[src/design/sac_pkg.sv]
`timescale 1ns / 1ps
package sac_pkg;

	localparam int ATLAS_SIZE  = 512;
	localparam int MAX_SHELVES = 64;

	localparam int FW      = 10;
	localparam int PW      = 16;
	localparam int CNT_W   = $clog2(MAX_SHELVES + 1);
	localparam int ATLAS_W = $clog2(ATLAS_SIZE + 1);
	localparam int SUM_W   = (ATLAS_W > FW + 1) ? ATLAS_W : FW + 1;

	localparam logic MODE_ALLOC = 1'b0;
	localparam logic MODE_CLEAR = 1'b1;

	localparam logic [1:0] ST_OK       = 2'd0;
	localparam logic [1:0] ST_OVERSIZE = 2'd1;
	localparam logic [1:0] ST_FULL     = 2'd2;

	typedef struct packed {
		logic          mode;
		logic [FW-1:0] req_width;
		logic [FW-1:0] req_height;
	} req_t;

	typedef struct packed {
		logic [FW-1:0] left;
		logic [FW-1:0] top;
		logic [FW-1:0] row_height;
		logic [PW-1:0] page;
		logic [1:0]    status;
	} rsp_t;

	typedef struct packed {
		logic [FW-1:0] height;
		logic [FW-1:0] top;
		logic [FW-1:0] used;
		logic [PW-1:0] page;
	} shelf_t;

	typedef struct packed {
		logic          cmp_en;
		logic          hit_en;
		logic          ins_en;
		logic [FW-1:0] w;
		logic [FW-1:0] h;
		shelf_t        fresh;
	} cell_ctl_t;

endpackage

[src/design/sac_cell.sv]
`timescale 1ns / 1ps
module sac_cell (
	input  logic              clk,
	input  sac_pkg::cell_ctl_t ctl,
	input  logic              valid,
	input  logic              hit,
	input  logic              le_prev,
	input  sac_pkg::shelf_t   prev,
	output sac_pkg::shelf_t   shelf,
	output logic              le,
	output logic              fit
);
	import sac_pkg::*;

	shelf_t           shelf_q;
	logic             le_s1;
	logic             fit_s1;
	logic [SUM_W-1:0] room;

	assign room  = SUM_W'(shelf_q.used) + SUM_W'(ctl.w);
	assign shelf = shelf_q;
	assign le    = le_s1;
	assign fit   = fit_s1;

	always_ff @(posedge clk) begin
		if (ctl.cmp_en) begin
			le_s1  <= valid && (shelf_q.height <= ctl.h);
			fit_s1 <= valid && (shelf_q.height == ctl.h) && (room <= SUM_W'(ATLAS_SIZE));
		end
		if (ctl.hit_en && hit) begin
			shelf_q.used <= shelf_q.used + ctl.w;
		end else if (ctl.ins_en && !le_s1) begin
			// first cell past the insertion point takes the new shelf, the rest shift up
			if (le_prev) begin
				shelf_q <= ctl.fresh;
			end else begin
				shelf_q <= prev;
			end
		end
	end

endmodule

[config.mk]
export PLATFORM = sky130hd
export DESIGN_NAME = sac_cell
export DESIGN_NICKNAME = d
export VERILOG_FILES = /design/src/design/sac_pkg.sv /design/src/design/sac_cell.sv
export SDC_FILE = /design/constraint.sdc
export NUM_CORES = 1
export LEC_CHECK = 0
export ABC_AREA = 0
export BUFFER_PORTS_ARGS = -buffer_cell sky130_fd_sc_hd__buf_2
export CAP_MARGIN = 40
export CELL_PAD_IN_SITES_DETAIL_PLACEMENT = 1
export CELL_PAD_IN_SITES_GLOBAL_PLACEMENT = 1
export CORE_MARGIN = 2
export CORE_UTILIZATION = 35
export DETAILED_ROUTE_END_ITERATION = 7
export PLACE_DENSITY_LB_ADDON = 0.05
export SYNTH_ARGS = -nofsm -noshare
export SYNTH_HDL_FRONTEND = slang
export SYNTH_SLANG_ARGS = --single-unit
[constraint.sdc]
create_clock -name clk -period 4.05 [get_ports clk]
set_clock_uncertainty 0.15 [all_clocks]
set_input_delay 0.2025 -clock clk [delete_from_list [all_inputs] [get_ports clk]]
set_output_delay 0.2025 -clock clk [all_outputs]
set_load 0.05 [all_outputs]
==> flow_summary_export.csv <==
group,metric,value,unit
sta,rsz0062_at_grt,"false",
worst_hold_path,hold_class,"primary input to register",
clock_network,insertion_delay,0.30,ns
global_route,antenna_found_initial,0,
pwr,p_leak,1.78,nW
synth,synth_adder_area_share,9.58,%
critical_path,cp.arrival,2.66,ns
synth,ys_ff_latch,48,
pwr,power_density,346,nW/um2
synth,yosysWarnings,0,
global_route,grt_pass1_wl,12.2,mm
place,dp_hpwl,6.42,mm
global_route,grt_max_degree,37,
synth,postSynthCellCount,222,
sta,fin_tns_setup,0,ns
synth,netlist.area_leader.share,51.1,%
cells_and_area,antennaDiodeCount,0,
job,drv_cap,0,
synth,netlist_top_cells_count,"edfxtp_1, mux2_2, ha_1, inv_1",
clock_network,clk_path_buf_depth,2,
cells_and_area,fillers,905,
synth,ys_types,33,
die,dieArea,8800,um2
synth,syn_area,2820,um2
synth,ys_async_sr_fraction,0,%
drt,ant_nets,0,
pwr,peakVddDrop,0.000152,V
die,core,7770,um2
critical_path,required,4.05,ns
drt,vias_per_cell,4.92,
global_route,grt_pass1_vias,2590,
drt,drt_iter0_drc,35,
synth,synth_xor_xnor_area_share,2.17,%
cells_and_area,area_growth,37.7,%
sta,hold_violations,0,
synth,yosys.area_share.simple,6.21,%
drt,firstDrtPassIters,4,
place,portBuffers,166,
clock_network,cts_tree,"yes",
sta,fin_crit,2.66,ns
cells_and_area,fin_area,3880,um2
synth,yosysTopAreaCell,"edfxtp_1",
sta,drv_slew,0,
synth,synth_edf_count,48,
synth,ys_top_cells_by_area,"edfxtp_1, mux2_2, ha_1",
cells_and_area,nets,532,
critical_path,cp-end-kind,"register",
critical_path,crit_type,"register to register",
clock_network,clk_pin_slew_worst_paths,0.10,ns
global_route,grt_usage,17.8,%
die,chipHeight,93.8,um
sta,fmax,376,MHz
clock_network,cts.sinks,48,
synth,synth-compound-area-share,10.0,%
critical_path,cp-start-kind,"register",
drt,wire_per_inst,15.9,um
clock_network,root_buffer,"clkbuf_8",
sta,slew_headroom,63.2,%
synth,synth-seq-area-share,51.1,%
place,place_area,3790,um2
sta,finalSetupViolations,0,
place,gp_congestion,0.768,
die,row_count,32,
status,status,"completed",
clock_network,cts_htree_levels,2,
critical_path,path_max_fanout,3,
die,io_pins,167,
die,start_util,36.3,%
die,die_w,93.8,um
clock_network,cts_hold_buf,1,
synth,synth_ff_type,"edfxtp_1",
synth,synth_top_family_by_area,"multiplexers",
sta,timing.final.crit_share,65.6,%
sta,worst_slew_pin_slew,0.549,ns
clock_network,cts_buffers,5,
clock_network,post_cts_buffers,0,
drt,route.detailed.drc,0,
synth,yosysMostFrequentCell,"edfxtp_1",
synth,synth_nets,362,
synth,avgSynthCellArea,12.7,um2
global_route,gr-total-overflow,0,
cells_and_area,drive_gt1_share,54.7,%
drt,wl,7.88,mm
clock_network,postCtsResizedCells,0,
synth,muxShareOfSynthArea,17.9,%
drt,vias,2437,
==> critical path: stages (launching register included) <==
cell	delay (ns)
edfxtp_1	0.40
ha_1	0.24
fa_1	0.43
a211oi_2	0.28
o21bai_1	0.11
a21oi_1	0.18
xnor2_1	0.10
or4_1	0.47
a21oi_1	0.16
==> power breakdown <==
part           total, mW  internal [mW]  switching, mW
combinational      0.442          0.168          0.275
clock              0.296          0.123          0.172
sequential         0.606          0.592         0.0142
==> per-stage QoR <==
stage          power [mW]  setup WS (ns)  cells  util, %  hold slack (ns)
2_1_floorplan       0.919           1.26    222        -            0.165
3_3_place_gp         1.05           1.48    484     48.4            0.276
3_5_place_dp         1.06           1.42    486     48.7            0.290
4_1_cts              1.36           1.38    495     50.0           0.0318
5_1_grt              1.42           1.21    495     50.0           0.0309
6_report             1.34           1.39    495     50.0           0.0418
==> layout by cell type, fill, tap and decap left out, types with 8 or more instances in the layout <==
master    instances
buf_2           166
ha_1             20
edfxtp_1         48
o21ai_0          10
nor2_1            8
inv_1            15
nand3_1          11
a21oi_1          10
mux2_2           36
mux2i_1          10
==> cells by family after synthesis <==
group,Yosys count
simple gates,34
mux,46
fa+ha+maj,21
buf+inv,22
flops,48
xor+xnor,7
compound gates,44
==> sequential cells by signal, indices dropped and copies added, names as in the netlist <==
signal / cells
fit: 1
le: 1
shelf: 46
==> cell type report <==
type	count	area, um2	area share (%)
clock buffer	6	72.6	1.87
clock inverter	2	16.3	0.419
inverter	15	56.3	1.45
multi-input combinational	152	1290	33.3
sequential	48	1440	37.1
tap	102	128	3.29
timing repair buffer	170	876	22.5
==> routing by layer <==
metal  GRT usage, %  wire length [um]  up-vias
met3           5.78               586        8
met1           20.9              3220     1156
li1               -                 -     1188
met4           4.95                98        0
met5              0                 0        -
met2           31.0              3970       85
==> final timing paths <==
| check | start | end | slack [ns] | depth (start not counted) |
|---|---|---|---|---|
| setup reg to reg | shelf[16]$_DFFE_PP_ | fit$_DFFE_PP_ | 1.39 | 8 |
| hold reg to reg | shelf[16]$_DFFE_PP_ | shelf[16]$_DFFE_PP_ | 0.62 | 3 |
| hold / removal | ctl[36] | shelf[36]$_DFFE_PP_ | 0.04 | 2 |
| setup / recovery | shelf[16]$_DFFE_PP_ | fit$_DFFE_PP_ | 1.39 | 8 |
Note: power is estimated with default switching activity, not from simulation.
